<file path="config.mk">
export PLATFORM = sky130hd
export DESIGN_NAME = gai_lane
export DESIGN_NICKNAME = d
export VERILOG_FILES = /design/src/hw/rtl/assert_macros.svh /design/src/hw/rtl/gai_pkg.sv /design/src/hw/rtl/gai_lane.sv
export SDC_FILE = /design/constraint.sdc
export NUM_CORES = 2
export LEC_CHECK = 0
export BUFFER_PORTS_ARGS = -buffer_cell sky130_fd_sc_hd__buf_2
export CAP_MARGIN = 20
export CORE_MARGIN = 4
export CORE_UTILIZATION = 61
export DETAILED_ROUTE_END_ITERATION = 8
export PLACE_DENSITY = 0.74
export REMOVE_ABC_BUFFERS = 1
export SLEW_MARGIN = 20
export SYNTH_ARGS = -nofsm -noshare
export SYNTH_HDL_FRONTEND = slang
export SYNTH_SLANG_ARGS = --single-unit
</file>
<file path="constraint.sdc">
create_clock -name clk -period 15.5 [get_ports clk]
set_input_delay 2.325 -clock clk [delete_from_list [all_inputs] [get_ports clk]]
set_output_delay 2.325 -clock clk [all_outputs]
set_load 0.01 [all_outputs]
</file>
<file path="src/hw/rtl/assert_macros.svh">
// assertion macros used by the top-level rtl file
`ifndef ASSERT_MACROS_SVH
`define ASSERT_MACROS_SVH
`ifndef SYNTHESIS
`define ASSERT_IMPLIES(lbl, clk, rst_n, ante, cons) \
	lbl: assert property (@(posedge clk) disable iff (!rst_n) (ante) |-> (cons)) \
	else $error("assertion failed");
`define ASSERT_RANGE(lbl, clk, rst_n, ante, sig, lim) \
	`ASSERT_IMPLIES(lbl, clk, rst_n, ante, ((sig) <= (lim)) && ((sig) >= -(lim)))
`else
`define ASSERT_IMPLIES(lbl, clk, rst_n, ante, cons)
`define ASSERT_RANGE(lbl, clk, rst_n, ante, sig, lim)
`endif
`endif

</file>
<file path="src/hw/rtl/gai_pkg.sv">
// types and constants of the gyro angle integrator
package gai_pkg;

	localparam int RATE_W   = 16;
	localparam int MS_W     = 10;
	localparam int DB_W     = 15;
	localparam int ANG_W    = 25;
	localparam int SUM_W    = 24;
	localparam int CNT_W    = 7;
	localparam int CRATE_W  = 17;
	localparam int TSUM_W   = 18;
	localparam int PROD_W   = 29;
	localparam int MAG_W    = 28;
	localparam int Y_W      = 30;
	localparam int Q125_W   = 23;
	localparam int INC_W    = 29;
	localparam int NSTG     = 6;
	localparam int NLANE    = 3;
	localparam int IN_W     = 64;
	localparam int OUT_W    = 80;

	// bias divide: x * ceil(2^29 / n) >> 29 is exact for x below 2^22
	localparam int BDIV_SH  = 29;
	localparam int BX_W     = 22;
	localparam int BRCP_W   = 30;

	// angle divide by 125: y * ceil(2^37 / 125) >> 37, exact for y below 2^30
	localparam int RCP125_SH = 37;
	localparam int RCP125_W  = 31;
	localparam logic [RCP125_W-1:0] RCP125 = 31'd1099511628;
	localparam logic [Y_W-1:0] HALF125 = 30'd62;

	localparam logic signed [ANG_W-1:0] DEG180 = 25'sd11796480;
	localparam logic [DB_W-1:0] DB_RST = 15'd160;
	localparam logic signed [RATE_W-1:0] BIAS_RST [NLANE] = '{16'sd80, 16'sd144, 16'sd288};

	typedef struct packed {
		logic [NSTG:1] en;
		logic [NSTG:1] adv;
	} pipe_ctl_t;

	typedef struct packed {
		logic clr;
		logic act;
		logic done;
	} cal_ctl_t;

endpackage

</file>
<file path="src/hw/rtl/gai_lane.sv">
// one axis: bias averaging, dead band, trapezoidal integration and wrap
module gai_lane #(
	parameter int                 CALIB_SAMPLES = 100,
	parameter logic signed [15:0] BIAS_INIT     = 16'sd0
) (
	input  logic                                clk,
	input  logic                                arst_n,
	input  gai_pkg::pipe_ctl_t                  ctl,
	input  gai_pkg::cal_ctl_t                   cal,
	input  logic [gai_pkg::DB_W-1:0]            dead_band,
	input  logic signed [gai_pkg::RATE_W-1:0]   raw,
	input  logic                                done_s2,
	input  logic [gai_pkg::MS_W-1:0]            ms_s3,
	input  logic                                clr_s5,
	output logic signed [gai_pkg::ANG_W-1:0]    angle_nx
);

	localparam logic [gai_pkg::BX_W-1:0] HALF_C = gai_pkg::BX_W'(CALIB_SAMPLES / 2);
	localparam logic [gai_pkg::BRCP_W-1:0] BRCP_C =
		gai_pkg::BRCP_W'(((2 ** gai_pkg::BDIV_SH) + CALIB_SAMPLES - 1) / CALIB_SAMPLES);
	localparam int BPROD_W = gai_pkg::BX_W + gai_pkg::BRCP_W;
	localparam int YPROD_W = gai_pkg::Y_W + gai_pkg::RCP125_W;
	localparam logic signed [gai_pkg::ANG_W+5:0] DEG_X = (gai_pkg::ANG_W+6)'(gai_pkg::DEG180);

	// stage 0: running sums
	logic signed [gai_pkg::SUM_W-1:0] sum_q, sum_n, sum_s1;
	logic signed [gai_pkg::RATE_W-1:0] raw_s1, raw_s2;

	// stage 1: bias divide
	logic                               neg_s1;
	logic [gai_pkg::SUM_W-1:0]          abs_s1;
	logic [gai_pkg::BX_W-1:0]           bx;
	logic [BPROD_W-1:0]                 bprod;
	logic [gai_pkg::RATE_W-1:0]         q_s2;
	logic                               neg_s2;

	// stage 2: bias correction and dead band
	logic signed [gai_pkg::RATE_W-1:0]  bias_q, bias_e;
	logic [gai_pkg::RATE_W-1:0]         nb;
	logic signed [gai_pkg::CRATE_W-1:0] crate, rate_s3;
	logic [gai_pkg::CRATE_W-1:0]        cmag;
	logic                               integ, integ_s3;

	// stage 3: trapezoid product
	logic signed [gai_pkg::CRATE_W-1:0] prev_q;
	logic signed [gai_pkg::TSUM_W-1:0]  tsum;
	logic signed [gai_pkg::PROD_W-1:0]  ts_x, ms_x, tprod, prod_s4;
	logic                               integ_s4;

	// stage 4: divide by 125
	logic                               neg4;
	logic [gai_pkg::PROD_W-1:0]         abs4;
	logic [gai_pkg::MAG_W-1:0]          mag4;
	logic [gai_pkg::Y_W-1:0]            y4;
	logic [YPROD_W-1:0]                 yprod;
	logic [gai_pkg::Q125_W-1:0]         q_s5;
	logic [gai_pkg::INC_W-1:0]          m2_s5;
	logic                               neg_s5, integ_s5;

	// stage 5: angle accumulate and wrap
	logic signed [gai_pkg::ANG_W-1:0]   angle_q;
	logic [gai_pkg::INC_W-1:0]          incm;
	logic signed [gai_pkg::INC_W:0]     inc;
	logic signed [gai_pkg::ANG_W+5:0]   asum;
	logic signed [gai_pkg::ANG_W-1:0]   awrap;

	always_comb begin
		sum_n = (cal.clr ? '0 : sum_q) + {{(gai_pkg::SUM_W-gai_pkg::RATE_W){raw[15]}}, raw};
	end

	always_ff @(posedge clk or negedge arst_n) begin
		if (!arst_n) begin
			sum_q <= '0;
		end else if (ctl.adv[1]) begin
			if (cal.done) begin
				sum_q <= '0;
			end else if (cal.act) begin
				sum_q <= sum_n;
			end
		end
	end

	always_ff @(posedge clk) begin
		if (ctl.en[1]) begin
			raw_s1 <= raw;
			sum_s1 <= sum_n;
		end
	end

	// rounded to nearest, ties away from zero
	always_comb begin
		neg_s1 = sum_s1[gai_pkg::SUM_W-1];
		abs_s1 = neg_s1 ? (~sum_s1 + gai_pkg::SUM_W'(1)) : sum_s1;
		bx     = abs_s1[gai_pkg::BX_W-1:0] + HALF_C;
		bprod  = BPROD_W'(bx) * BPROD_W'(BRCP_C);
	end

	always_ff @(posedge clk) begin
		if (ctl.en[2]) begin
			q_s2   <= bprod[gai_pkg::BDIV_SH+gai_pkg::RATE_W-1:gai_pkg::BDIV_SH];
			neg_s2 <= neg_s1;
			raw_s2 <= raw_s1;
		end
	end

	always_comb begin
		nb     = neg_s2 ? (~q_s2 + gai_pkg::RATE_W'(1)) : q_s2;
		bias_e = done_s2 ? $signed(nb) : bias_q;
		crate  = {raw_s2[15], raw_s2} - {bias_e[15], bias_e};
		cmag   = crate[gai_pkg::CRATE_W-1] ? (~crate + gai_pkg::CRATE_W'(1)) : crate;
		integ  = cmag > {2'b00, dead_band};
	end

	always_ff @(posedge clk or negedge arst_n) begin
		if (!arst_n) begin
			bias_q <= BIAS_INIT;
		end else if (ctl.adv[3]) begin
			bias_q <= bias_e;
		end
	end

	always_ff @(posedge clk) begin
		if (ctl.en[3]) begin
			rate_s3  <= crate;
			integ_s3 <= integ;
		end
	end

	always_comb begin
		tsum  = {rate_s3[16], rate_s3} + {prev_q[16], prev_q};
		ts_x  = {{(gai_pkg::PROD_W-gai_pkg::TSUM_W){tsum[17]}}, tsum};
		ms_x  = {{(gai_pkg::PROD_W-gai_pkg::MS_W){1'b0}}, ms_s3};
		tprod = ts_x * ms_x;
	end

	always_ff @(posedge clk or negedge arst_n) begin
		if (!arst_n) begin
			prev_q <= '0;
		end else if (ctl.adv[4] && integ_s3) begin
			prev_q <= rate_s3;
		end
	end

	always_ff @(posedge clk) begin
		if (ctl.en[4]) begin
			prod_s4  <= tprod;
			integ_s4 <= integ_s3;
		end
	end

	// p * 256 / 125 = 2p + (6p + 62) / 125 on the magnitude
	always_comb begin
		neg4  = prod_s4[gai_pkg::PROD_W-1];
		abs4  = neg4 ? (~prod_s4 + gai_pkg::PROD_W'(1)) : prod_s4;
		mag4  = abs4[gai_pkg::MAG_W-1:0];
		y4    = {mag4, 2'b00} + {1'b0, mag4, 1'b0} + gai_pkg::HALF125;
		yprod = YPROD_W'(y4) * YPROD_W'(gai_pkg::RCP125);
	end

	always_ff @(posedge clk) begin
		if (ctl.en[5]) begin
			q_s5     <= yprod[gai_pkg::RCP125_SH+gai_pkg::Q125_W-1:gai_pkg::RCP125_SH];
			m2_s5    <= {mag4, 1'b0};
			neg_s5   <= neg4;
			integ_s5 <= integ_s4;
		end
	end

	always_comb begin
		incm = m2_s5 + {{(gai_pkg::INC_W-gai_pkg::Q125_W){1'b0}}, q_s5};
		inc  = neg_s5 ? -$signed({1'b0, incm}) : $signed({1'b0, incm});
		asum = {{6{angle_q[gai_pkg::ANG_W-1]}}, angle_q} + {inc[gai_pkg::INC_W], inc};
		if (asum <= -DEG_X) begin
			awrap = gai_pkg::DEG180;
		end else if (asum > DEG_X) begin
			awrap = -gai_pkg::DEG180;
		end else begin
			awrap = asum[gai_pkg::ANG_W-1:0];
		end
		angle_nx = integ_s5 ? awrap : angle_q;
		if (clr_s5) begin
			angle_nx = '0;
		end
	end

	always_ff @(posedge clk or negedge arst_n) begin
		if (!arst_n) begin
			angle_q <= '0;
		end else if (ctl.adv[6]) begin
			angle_q <= angle_nx;
		end
	end

endmodule

</file>
==> results.sh <==
export IMPL_outcome="finished clean"
export IMPL_cts_max_level=1
export IMPL_vias_per_cell=5.72
export IMPL_cp_top_family="compound AO/OA/AOI/OAI gates"
export IMPL_crit_slowest_cell="o311ai_0"
export IMPL_grt_max_degree=54
export IMPL_arrival_ns=14.46
export IMPL_start_util=0.615
export IMPL_clk_latency_ns=0.58
export IMPL_holdPathStages=0
export IMPL_path_clk_slew_ns=0.07
export IMPL_slew_headroom=0.263
export IMPL_synth_area_um2=46600
export IMPL_core_um2=75800
export IMPL_gp_congestion=0.936
export IMPL_r2r_cells=43
export IMPL_die_w_um=285
export IMPL_placementRows=101
export IMPL_root_buffer="clkbuf_16"
export IMPL_ios=85
export IMPL_critical_path_depth=43
export IMPL_critical_path_most_common_cell="ha_1"
export IMPL_yosysWarnings=0
export IMPL_routed_wl_um=104000
export IMPL_fin_nets=6313
export IMPL_totalNegativeSetupSlack_ns=0
export IMPL_diodes=0
export IMPL_synth_top_area_share=0.260
export IMPL_post_drt_wl_per_cell_um=17.8
export IMPL_postCtsSetupBuffers=0
export IMPL_post_synth_cell_area_avg_um2=9.85
export IMPL_yosysSeqAreaShare=0.155
export IMPL_portBuffers=81
export IMPL_synthTopCellsByArea="fa_1, ha_1, edfxtp_1"
export IMPL_worst_pin_slew_ns=1.10
export IMPL_synth_ff_type="edfxtp_1"
export IMPL_drcViolationCount=0
export IMPL_rsz0062_at_grt="false"
export IMPL_period_needed_ns=14.14
export IMPL_cts_tree="yes"
export IMPL_max_freq_ghz=0.0707
export IMPL_cts_repair_resized=0
export IMPL_required_ns=15.82
export IMPL_synth_async_sr_flop_share=0.322
export IMPL_period_share=0.912
export IMPL_grt_pass1_vias=34500
export IMPL_ctsHoldBuffers=0
export IMPL_layout_drive_gt1_share=0.0463
export IMPL_dr_pass1_iters=6
export IMPL_area_growth_pct=5.78
export IMPL_drv_cap=0
export IMPL_clock_sinks=255
export IMPL_drv_slew=0
export IMPL_track_usage=0.261
export IMPL_startpoint_type="flop"
export IMPL_ys_types=82
export IMPL_die_h_um=285
export IMPL_syn_inst=4735
export IMPL_dp_hpwl_um=87800
export IMPL_synth_seq_cells=255
export IMPL_grt_overflow=0
export IMPL_worstSetupPathType="reg2reg"
export IMPL_ant_nets=0
export IMPL_min_path_type="reg2reg"
export IMPL_finalHoldViolations=0
export IMPL_antenna_found_initial=2
export IMPL_endpoint_kind="flop"
export IMPL_grt_pass1_wl_um=174000
export IMPL_drt_iter0_markers=1858
export IMPL_dieArea_um2=80900
export IMPL_cts_buffer_depth=3
export IMPL_critPathMaxFanout=12
export IMPL_vias=33300
export IMPL_cts_made_buffers=30
export IMPL_critical_path_max_stage_delay_ns=0.75
export IMPL_crit_buf_inv=5
export IMPL_setup_viol=0
export IMPL_fin_skew_ns=0.0170
export IMPL_synth_edf_count=173
export IMPL_yosysTopAreaCell="fa_1"
-- cells in the final DEF (no fill, tap or decap), types with 55 or more instances in the layout --
| cell type | instances |
|---|---|
| inv_1 | 878 |
| ha_1 | 834 |
| fa_1 | 606 |
| nand2_1 | 291 |
| xnor2_1 | 207 |
| edfxtp_1 | 173 |
| a21oi_1 | 168 |
| nor2_1 | 158 |
| o21ai_0 | 152 |
| and2_1 | 127 |
| xor2_1 | 112 |
| a21o_1 | 83 |
| dfrtp_1 | 82 |
| buf_2 | 80 |
| nand3_1 | 66 |
| nor3_1 | 55 |
-- worst reg2reg max path, delay by kind of cell, from the launching register on --
| family | cells | cell delay (ns) |
|---|---|---|
| AO/OA/AOI/OAI | 14 | 4.92 |
| flip-flops | 1 | 0.60 |
| XOR/XNOR | 3 | 0.87 |
| AND/OR/NAND/NOR | 9 | 2.09 |
| adder cells (fa/ha/maj) | 12 | 4.74 |
| buffers and inverters | 5 | 0.65 |
-- per-stage QoR --
step	hold slack, ns	instances	setup WS (ns)	util	instance area, µm²
after floorplan	0.400	4656	3.09	-	46300
after global placement	0.403	5759	1.48	0.637	48300
after detailed placement	0.405	5759	1.39	0.637	48300
after CTS	0.419	5815	1.34	0.651	49300
after global routing	0.430	5815	0.419	0.651	49300
final	0.418	5815	1.36	0.651	49300
-- layout make-up --
class | count | area [µm²]
Fill cell | 6122 | 26500
Inverter | 878 | 3300
Clock inverter | 21 | 264
Multi-Input combinational cell | 3523 | 35800
Timing Repair Buffer | 125 | 738
Tap cell | 978 | 1220
Sequential cell | 255 | 7250
Clock buffer | 35 | 779
-- per-layer routing --
metal	track usage	vias to the layer above	wire length, µm
met4	0.0455	4	1910
met2	0.452	775	50000
li1	-	16100	-
met5	0	-	27
met3	0.0281	116	4870
met1	0.363	16300	46700
-- registers in the layout, indices dropped and copies added, names as in the netlist, 17 cells and up --
register and cells:
m2_s5 28, prev_q 17, q_s5 23, angle_q 25, prod_s4 29, sum_q 24, sum_s1 23, rate_s3 17
-- synth_stat cells, types with 21 or more instances --
| library cell | n |
|---|---|
| a211oi_1 | 25 |
| a21o_1 | 83 |
| a21oi_1 | 168 |
| a22o_1 | 21 |
| a31oi_1 | 21 |
| and2_1 | 127 |
| and3_1 | 32 |
| clkbuf_1 | 67 |
| dfrtp_1 | 82 |
| edfxtp_1 | 173 |
| fa_1 | 606 |
| ha_1 | 834 |
| inv_1 | 878 |
| mux2_2 | 21 |
| nand2_1 | 291 |
| nand2b_1 | 44 |
| nand3_1 | 66 |
| nand4_1 | 22 |
| nor2_1 | 159 |
| nor2b_1 | 52 |
| nor3_1 | 56 |
| o21a_1 | 38 |
| o21ai_0 | 153 |
| o21bai_1 | 28 |
| o31ai_1 | 51 |
| or3_1 | 32 |
| or4_1 | 24 |
| xnor2_1 | 208 |
| xor2_1 | 112 |
-- final timing paths --
path	startpoint	endpoint	slack (ns)
worst max-delay path	prod_s4[0]$_DFFE_PP_	q_s5[18]$_DFFE_PP_	1.36
worst min-delay path	raw_s1[3]$_DFFE_PP_	raw_s2[3]$_DFFE_PP_	0.42
worst max register to register	prod_s4[0]$_DFFE_PP_	q_s5[18]$_DFFE_PP_	1.36
worst min register to register	raw_s1[3]$_DFFE_PP_	raw_s2[3]$_DFFE_PP_	0.42
max in group asynchronous	arst_n	angle_q[21]$_DFFE_PN0P_	12.67
min in group asynchronous	arst_n	sum_q[3]$_DFFE_PN0P_	1.67
-- kinds of logic after synthesis --
group | count (synthesis) | share of synthesized area
fa+ha+maj | 1440 | 0.484
simple gates | 964 | 0.104
buf+inv | 957 | 0.0777
compound gates | 759 | 0.109
xor+xnor | 320 | 0.0601
flops | 255 | 0.155
mux | 40 | 0.00915
Power is not shown: default switching activity piles up to over one toggle a cycle in this logic, so the estimate is an artifact.
