**src/hw/rtl/assert_macros.svh**
```systemverilog
// assertion macros used by the top-level rtl file
`ifndef ASSERT_MACROS_SVH
`define ASSERT_MACROS_SVH
`ifndef SYNTHESIS
`define ASSERT_IMPLIES(lbl, clk, rst_n, ante, cons) \
	lbl: assert property (@(posedge clk) disable iff (!rst_n) (ante) |-> (cons)) \
	else $error("assertion failed");
`define ASSERT_RANGE(lbl, clk, rst_n, ante, sig, lim) \
	`ASSERT_IMPLIES(lbl, clk, rst_n, ante, ((sig) <= (lim)) && ((sig) >= -(lim)))
`else
`define ASSERT_IMPLIES(lbl, clk, rst_n, ante, cons)
`define ASSERT_RANGE(lbl, clk, rst_n, ante, sig, lim)
`endif
`endif

```
**src/hw/rtl/gai_pkg.sv**
```systemverilog
// types and constants of the gyro angle integrator
package gai_pkg;

	localparam int RATE_W   = 16;
	localparam int MS_W     = 10;
	localparam int DB_W     = 15;
	localparam int ANG_W    = 25;
	localparam int SUM_W    = 24;
	localparam int CNT_W    = 7;
	localparam int CRATE_W  = 17;
	localparam int TSUM_W   = 18;
	localparam int PROD_W   = 29;
	localparam int MAG_W    = 28;
	localparam int Y_W      = 30;
	localparam int Q125_W   = 23;
	localparam int INC_W    = 29;
	localparam int NSTG     = 6;
	localparam int NLANE    = 3;
	localparam int IN_W     = 64;
	localparam int OUT_W    = 80;

	// bias divide: x * ceil(2^29 / n) >> 29 is exact for x below 2^22
	localparam int BDIV_SH  = 29;
	localparam int BX_W     = 22;
	localparam int BRCP_W   = 30;

	// angle divide by 125: y * ceil(2^37 / 125) >> 37, exact for y below 2^30
	localparam int RCP125_SH = 37;
	localparam int RCP125_W  = 31;
	localparam logic [RCP125_W-1:0] RCP125 = 31'd1099511628;
	localparam logic [Y_W-1:0] HALF125 = 30'd62;

	localparam logic signed [ANG_W-1:0] DEG180 = 25'sd11796480;
	localparam logic [DB_W-1:0] DB_RST = 15'd160;
	localparam logic signed [RATE_W-1:0] BIAS_RST [NLANE] = '{16'sd80, 16'sd144, 16'sd288};

	typedef struct packed {
		logic [NSTG:1] en;
		logic [NSTG:1] adv;
	} pipe_ctl_t;

	typedef struct packed {
		logic clr;
		logic act;
		logic done;
	} cal_ctl_t;

endpackage

```
**src/hw/rtl/gai_calib.sv**
```systemverilog
// calibration sequencer: sample count and active flag shared by the lanes
module gai_calib #(
	parameter int CALIB_SAMPLES = 100
) (
	input  logic              clk,
	input  logic              arst_n,
	input  logic              accept,
	input  logic              start,
	output gai_pkg::cal_ctl_t cal,
	output logic              calibrating
);

	logic                      active_q;
	logic [gai_pkg::CNT_W-1:0] cnt_q;
	logic [gai_pkg::CNT_W-1:0] cnt_n;

	always_comb begin
		cal.clr     = start & ~active_q;
		cal.act     = active_q | start;
		cnt_n       = cal.clr ? gai_pkg::CNT_W'(1) : cnt_q + gai_pkg::CNT_W'(1);
		cal.done    = cal.act & (cnt_n >= gai_pkg::CNT_W'(CALIB_SAMPLES));
		calibrating = cal.act & ~cal.done;
	end

	always_ff @(posedge clk or negedge arst_n) begin
		if (!arst_n) begin
			active_q <= 1'b0;
			cnt_q    <= '0;
		end else if (accept) begin
			if (cal.done) begin
				active_q <= 1'b0;
				cnt_q    <= '0;
			end else if (cal.act) begin
				active_q <= 1'b1;
				cnt_q    <= cnt_n;
			end
		end
	end

endmodule

```
**config.mk**
```make
export PLATFORM = sky130hd
export DESIGN_NAME = gai_calib
export DESIGN_NICKNAME = d
export VERILOG_FILES = /design/src/hw/rtl/assert_macros.svh /design/src/hw/rtl/gai_pkg.sv /design/src/hw/rtl/gai_calib.sv
export SDC_FILE = /design/constraint.sdc
export NUM_CORES = 1
export LEC_CHECK = 0
export ABC_CLOCK_PERIOD_IN_PS = 1800
export BUFFER_PORTS_ARGS = -buffer_cell sky130_fd_sc_hd__buf_4
export CAP_MARGIN = 20
export CORE_AREA = 2 2 39 41
export DETAILED_ROUTE_END_ITERATION = 12
export DIE_AREA = 0 0 41 43
export PLACE_DENSITY = 0.73
export SLEW_MARGIN = 20
export SYNTH_ARGS = -nofsm -noshare
export SYNTH_HDL_FRONTEND = slang
export SYNTH_SLANG_ARGS = --single-unit
export TNS_END_PERCENT = 50
```
**constraint.sdc**
```tcl
create_clock -name clk -period 1.8 [get_ports clk]
set_input_delay 0.18 -clock clk [delete_from_list [all_inputs] [get_ports clk]]
set_output_delay 0.18 -clock clk [all_outputs]
set_load 0.1 [all_outputs]
```
==> impl_summary.md, run 1 <==
Placement
Buffers placed on the I/O ports in this run total 7. Including well taps, the total number of placed cells is 101. The half-perimeter wire length after detailed placement is 1.11 mm.

Routability-driven placement finished with a final weighted congestion of 0.815.

Critical path
The endpoint of the most critical setup path is cal[0]. Along the worst path, the maximum fanout reaches 4. The critical path goes through and2_4, or4_4, a311oi_4, and2_4, buf_12. In this run the critical register-to-register path is launched from cnt_q[0]$_DFFE_PN0P_. At the worst endpoint, the required time is 1.62 ns. The setup slack of the worst register-to-register path is -0.17 ns. Broken down by cell family, the worst path's largest delay share belongs to simple AND/OR/NAND/NOR gates. The critical path's slowest cell is or4_4. Counting buffers and inverters, the worst setup path is 5 cells deep. STA classifies the critical path startpoint as a flip-flop. The highest cell delay on the worst timing path is 0.49 ns. The worst reg2reg path endpoint is cnt_q[0]$_DFFE_PN0P_. The data arrival time of the worst path is 1.98 ns. Counting stages on the worst path, the most repeated cell is and2_4. The critical path starts at cnt_q[0]$_DFFE_PN0P_. For the worst flop-to-flop path, the logic depth is 7. The capturing element type of the critical path is an output pin. The buffering stage count on the worst path with inverters included is 1. The type of the worst setup path is reg2out.

Logic synthesis
Of the total synthesized cell area, the portion taken by AND, OR, NAND and NOR gates is 31.1%. After Yosys synthesis, full adders, half adders and majority gates account for 2.16% of the synthesized area. During synthesis, Yosys emitted a total of 0 warnings.

In this run, synthesis produced a sequential element count of 8. The synthesized-area fraction occupied by ao, oa, aoi and oai cells is 25.1%. The number of nets produced by synthesis is 72. The multiplexer share of the synthesized area is 1.73%. Synthesis produced a netlist whose cell count is 67. After synthesis, the largest family of logic cells by area is simple AND/OR/NAND/NOR gates.

The count of distinct cell types in the synthesized netlist is 29. The average footprint of a synthesized cell is 8.65 um^2. The synthesized netlist devotes 0% of its cell area to XOR and XNOR gates. The total standard cell area after synthesis is 579 um^2.

The portion of the post-synthesis area used by sequential elements is 34.6%.

Status
The flow ran to the end, but the final reports show violations. The final reports fail on setup timing.

Route
In the final routing, the length of wire on met1 measures 715 um. The post-detailed-route DRC marker count is 0. The number of iterations in the first detailed-routing pass is 4. After detailed routing, the met3 layer carries 35 um of wire.

The highest metal layer carrying signal wires in the routed design is met4. The starting DRC count in detailed routing is 22. The via count is 608. The final wirelength is 1.60 mm. The wire length on met2 is 838 um. The number of nets still failing antenna checks after routing is 0. The average via count per standard cell is 5.63. The routed length per instance is 14.8 um.

Global route
The total routing usage reported by global routing is 22.2%. The number of global-route vias before repair is 577. The final global-route overflow total is 0. The first global-routing pass estimated 2.57 mm of wire.

The initial antenna violation count is 0. Entering global routing, the biggest net connects 10 pins.

STA
Of the available clock period, the critical path in the final layout requires 120%. The final hold violation count is 0. The least setup slack across all paths after layout is -0.359 ns. Setup violations remaining at the end of the flow were counted as 10. The number of pins with negative max-slew slack in the final report is 0. For this run, the top clock speed supported by timing is 0.463 GHz. The actual slew at the worst max-slew pin is 0.264 ns. Setup repair after global routing could not meet its margin everywhere. The worst max-slew margin expressed relative to the limit is 82.3%. The clock arrives with 0.00634 ns of skew. For the finished layout, the period the worst path requires is 2.16 ns.

Final layout
In the layout the commonest cells are buf_4, nand2_1, nand3_1. The layout filler cell count is 113. The most common cell after layout, fill and taps aside is buf_4. The net count of the finished layout is 98. The number of diodes is 0. The post-layout instance count excluding filler cells is 108. The layout overhead on the synthesized area is 58.7%. The proportion of layout cells with a drive suffix above 1 is 52.2%. In the final layout, flip-flops and latches occupy 203 um^2. In the final layout, the multi-input gates occupy 425 um^2.

Hold path
The path class of the lowest-slack min-delay path is in2reg.

Clock tree
Clock tree synthesis found a total of 8 sinks. Clock-pin slew was measured on the worst setup and hold paths at 0.05 ns. The maximum clock path buffer count is 2.

Clock tree synthesis inserted a total of 3 buffers. The number of levels the H-tree was split into is 1. The CTS tree is done. At the later pin of the worst-skew pair, clock insertion delay measures 0.25 ns.

The clock root buffer is clkbuf_4.

Die
For this configuration, the core starts out at a cell density of 41.9%. Measured along the y axis, the die boundary spans 43 um. The die outline area is 0.00176 mm^2. The floorplan has 14 rows. In this run the count of I/O pins placed on the die edge is 8. The area of the core is 0.00138 mm^2. The die boundary width is 41 um.

Run
The max-capacitance violation count is 0.
[cell families (layout without fill, tap and decap cells)]
| logic type | Yosys count | count (layout) |
|---|---|---|
| simple gates | 32 | 32 |
| flops | 8 | 8 |
| mux | 1 | 1 |
| compound gates | 19 | 19 |
| buf+inv | 6 | 31 |
| fa+ha+maj | 1 | 1 |
[worst min path at each step]
| stage | start | end | slack (ns) | cells past startpoint |
|---|---|---|---|---|
| 2_1_floorplan | arst_n | active_q$_DFFE_PN0P_ | -0.12 | 0 |
| 3_3_place_gp | arst_n | active_q$_DFFE_PN0P_ | -0.0001 | 1 |
| 3_5_place_dp | arst_n | active_q$_DFFE_PN0P_ | 0.0007 | 1 |
| 4_1_cts | accept | cnt_q[1]$_DFFE_PN0P_ | 0.21 | 3 |
| 5_1_grt | accept | cnt_q[1]$_DFFE_PN0P_ | 0.23 | 3 |
| 6_report | accept | cnt_q[1]$_DFFE_PN0P_ | 0.23 | 3 |
[worst reg2reg max path, cell delays in order, from the launching register on]
cell and delay (ns):
dfrtp_2 0.43, and2_4 0.17, or4_4 0.49, a311oi_4 0.25, buf_6 0.16, buf_8 0.13, a211oi_1 0.06, a21o_1 0.15
[layout make-up]
class                           count  share of cell area, %
Clock buffer                        4                   2.86
Inverter                            2                   1.63
Multi-Input combinational cell     53                   46.3
Sequential cell                     8                   22.0
Tap cell                           16                   2.18
Timing Repair Buffer               25                   25.0
[through the flow]
step / hold WS [ns] / TNS (ns) / utilization, % / instance area (um^2) / setup WS (ns)
floorplan: -0.116 / -1.36 / - / 617 / -0.343
global placement: -0.000117 / -0.977 / 56.2 / 778 / -0.218
detailed placement: 0.000724 / -1.17 / 56.2 / 778 / -0.237
CTS: 0.210 / -1.43 / 64.2 / 888 / -0.362
global route: 0.225 / -2.13 / 66.5 / 920 / -0.420
finish: 0.229 / -1.59 / 66.5 / 920 / -0.359
[metal layers]
metal | vias to the layer above | global-route usage [%]
li1 | 304 | -
met1 | 292 | 26.5
met2 | 10 | 35.9
met3 | 2 | 4.71
met4 | 0 | 10.0
met5 | - | 0
[repair_timing]
item	CTS	global route
pin swaps	4	1
resized for setup	16	8
hold buffers	1	0
endpoints found under the setup margin	10	10
endpoints found under the hold margin	8	0
buffers inserted	2	1
[cells in the mapped netlist]
library cell	number	share of area, %
dfrtp_1	8	35
nand2_1	8	5.2
nand3_1	7	6.0
a21oi_1	6	5.2
a21o_1	5	6.5
nor2_1	4	2.6
or4_1	3	3.9
buf_4	2	2.6
inv_1	2	1.3
nand2b_1	2	2.2
o21ai_0	2	1.7
a211o_2	1	1.7
a211oi_1	1	1.3
a311oi_4	1	4.5
and2_1	1	1.1
and2_2	1	1.3
and4b_1	1	1.7
buf_2	1	0.86
clkbuf_1	1	0.65
ha_1	1	2.2
mux2i_1	1	1.7
nand3b_1	1	1.3
nand4_1	1	1.1
nand4b_1	1	1.5
o211ai_1	1	1.3
o31ai_1	1	1.3
o41ai_1	1	1.5
or2b_1	1	1.3
or4_4	1	1.9
[state kept, by name (all words and copies together) (netlist names)]
signal    cells
cnt_q         7
active_q      1
Power of run 1 is left out: the tool's default activity adds up to more than one toggle a clock period on the data nets, which glitch-free logic cannot reach.
==> run 2, diff against run 1 <==
--- a/config.mk
+++ b/config.mk
@@ -5,7 +5,7 @@
 export SDC_FILE = /design/constraint.sdc
 export NUM_CORES = 1
 export LEC_CHECK = 0
-export ABC_CLOCK_PERIOD_IN_PS = 1800
+export ABC_CLOCK_PERIOD_IN_PS = 1900
 export BUFFER_PORTS_ARGS = -buffer_cell sky130_fd_sc_hd__buf_4
 export CAP_MARGIN = 20
 export CORE_AREA = 2 2 39 41
==> constraint.sdc (replaced) <==
create_clock -name clk -period 1.9 [get_ports clk]
set_input_delay 0.19 -clock clk [delete_from_list [all_inputs] [get_ports clk]]
set_output_delay 0.19 -clock clk [all_outputs]
set_load 0.1 [all_outputs]
==> impl_summary.md, run 2 (synthesis results as in run 1) <==
Status
The run finished, with violations left. The checks that failed: setup timing.

Global route
The number of global-route vias before repair was 584 (+1.2%). The initial antenna violation count was 0 (unchanged). The final global-route overflow total was 0 (unchanged). The first-pass GRT wire length is 2.53 mm (-1.6%). The total routing usage reported by global routing was 21.5% (-0.63 points). The largest net degree at the start of global routing is 10 (unchanged).

Placement
The worst slack after detailed placement is -0.166 ns (+0.0711 ns). The half-perimeter wire length after detailed placement is 1.09 mm (-2.2%). The last weighted congestion value of the routability-driven placer was 0.769 (-5.5%). The count of input and output buffers came to 7 (unchanged).

Final layout
The library cells used most frequently in the layout, excluding fill and tap cells, are buf_4, nand2_1, nand3_1. The number of nets in the final layout is 99 (+1.0%). Leaving out fill and tap cells, the most frequent cell in the layout is buf_4. The number of diodes is 0 (unchanged). The number of flip-flops under the largest register name was 7 (unchanged). The largest registers in the layout are cnt_q (7), active_q (1). The layout filler cell count is 107 (-5.3%). The register with the most flip-flops in the final layout is cnt_q. The proportion of layout cells with a drive suffix above 1 is 44.1% (-8.1 points). The area growth from synthesis to layout is 51.6%.

Clock tree
The total clock buffers created by CTS is 3 (unchanged). The number of levels the H-tree was split into is 1 (unchanged). The CTS tree is done. The clock sink count is 8 (unchanged). The insertion delay to the later sink of the worst-skew pair was 0.25 ns (about the same).

In this run the clock root is driven by a clkbuf_4. The maximum clock path buffer count was 2 (unchanged). The clock input transition at the sequential cells of the worst setup and hold paths is 0.06 ns (about the same).

STA
The highest clock frequency the design can meet is 0.456 GHz. The shortest period the worst path allows is 2.19 ns. The actual slew at the worst max-slew pin came to 0.277 ns (+0.0136 ns).

Setup repair after global routing could not meet its margin everywhere. The final setup violation count was 7 (-3). The portion of the clock cycle consumed by the worst path in the final layout is 116%.

The number of pins with negative max-slew slack in the final report was 0 (unchanged). The post-route clock skew is 0.00480 ns (-0.00153 ns). The worst max-slew margin expressed relative to the limit is 81.5% (-0.83 points). The least setup slack across all paths after layout came to -0.295 ns (+0.0641 ns). The final-layout setup total negative slack is -0.912 ns (+0.682 ns). The final hold violation count is 0 (unchanged).

Run
The max-capacitance violation count is 0 (unchanged).

Hold path
The launch instance of the worst min-delay path is accept. The path class of the lowest-slack min-delay path is in2reg.

Route
The final wirelength was 1.60 mm (+0.13%). The routed length per instance was 14.7 um (-0.79%). The number of nets still failing antenna checks after routing was 0 (unchanged). The starting DRC count in detailed routing is 28 (+27%).

The post-detailed-route DRC marker count came to 0 (unchanged). The number of iterations in the first detailed-routing pass came to 4 (unchanged). The average via count per standard cell is 5.64 (+0.22%).

The via count came to 615 (+1.2%).

Critical path
The critical path starts at cnt_q[0]$_DFFE_PN0P_. The type of the worst setup path is reg2out. The worst register-to-register path begins at cnt_q[0]$_DFFE_PN0P_.

The data required time at the worst endpoint came to 1.71 ns (+0.09 ns). The setup slack of the worst register-to-register path is -0.08 ns (+0.09 ns). The worst-path maximum fanout is 4 (unchanged). The data arrival time of the worst path is 2.00 ns (+0.02 ns). The critical path launch point type is a flip-flop. The worst setup path is captured at an output pin.

Die
The initial core utilization is 41.9% (unchanged). The area of the core is 0.00138 mm^2 (unchanged). The die height came to 43 um (unchanged). The die boundary width is 41 um (unchanged). The number of top-level pins is 8 (unchanged). The die outline area was 0.00176 mm^2 (unchanged).

The row count is 14 (unchanged).

Pwr
Power spread over the standard cell area amounts to 2090 mW/mm^2. IR analysis of the VDD net gives a maximum drop of 993 uV. The analysis attributes to cell leakage a power of 0.393 nW.

The completed layout was analyzed and its total power is 1.83 mW.
-- run 2: cell count changes in the layout (fill, tap and decap cells not counted), sizes merged --
cell,previous run,this run
buf,24,25
clkinvlp,2,0
inv,0,2
-- run 2: power breakdown --
part	internal, mW	switching, mW	leakage [nW]
clock	0.0805	0.0602	0.0150
combinational	0.596	0.753	0.288
sequential	0.262	0.0801	0.0902
total	0.938	0.893	0.393
-- run 2: per-layer routing --
| metal | routed length [um] | track usage, % | up-vias |
|---|---|---|---|
| met5 | 0 | 0 | - |
| met4 | 41 | 16.7 | 0 |
| met3 | 57 | 2.09 | 4 |
| met2 | 796 | 30.9 | 16 |
| met1 | 703 | 28.1 | 293 |
| li1 | - | - | 302 |
-- run 2: final cells by class --
type | instances | area [um^2] | area share (%)
tap | 16 | 20.0 | 2.28
multi-input combinational | 53 | 392 | 44.6
clock buffer | 4 | 26.3 | 2.99
timing repair buffer | 26 | 230 | 26.2
sequential | 8 | 203 | 23.1
inverter | 2 | 7.51 | 0.855
-- run 2: final timing paths --
kind                                             end  cells after the start
worst max-delay path                          cal[0]                      5
worst min-delay path            cnt_q[1]$_DFFE_PN0P_                      3
worst max register to register  cnt_q[0]$_DFFE_PN0P_                      7
worst min register to register  cnt_q[1]$_DFFE_PN0P_                      2
max in group asynchronous       cnt_q[0]$_DFFE_PN0P_                      2
min in group asynchronous       cnt_q[2]$_DFFE_PN0P_                      2
-- run 2: timing repair --
item	in CTS	in global routing
hold endpoints to repair	8	0
endpoints found under the setup margin	7	10
resized for setup	12	2
hold buffers	1	0
pin swaps	3	2
setup buffers	3	1
-- run 2: stage by stage --
stage | utilization [%] | instance area [um^2] | hold slack (ns) | instances
2_1_floorplan | - | 604 | -0.106 | 67
3_3_place_gp | 55.3 | 766 | 0.0142 | 101
3_5_place_dp | 55.3 | 766 | 0.0157 | 101
4_1_cts | 63.1 | 873 | 0.218 | 109
5_1_grt | 63.5 | 878 | 0.234 | 109
6_report | 63.5 | 878 | 0.227 | 109
-- run 2: critical path: stages (launching register included) --
cell and delay [ns]:
dfrtp_2 0.44, and2_4 0.17, or4_4 0.49, a311oi_4 0.27, and2_4 0.22, buf_12 0.17
Power figures use the tool's default switching activity.
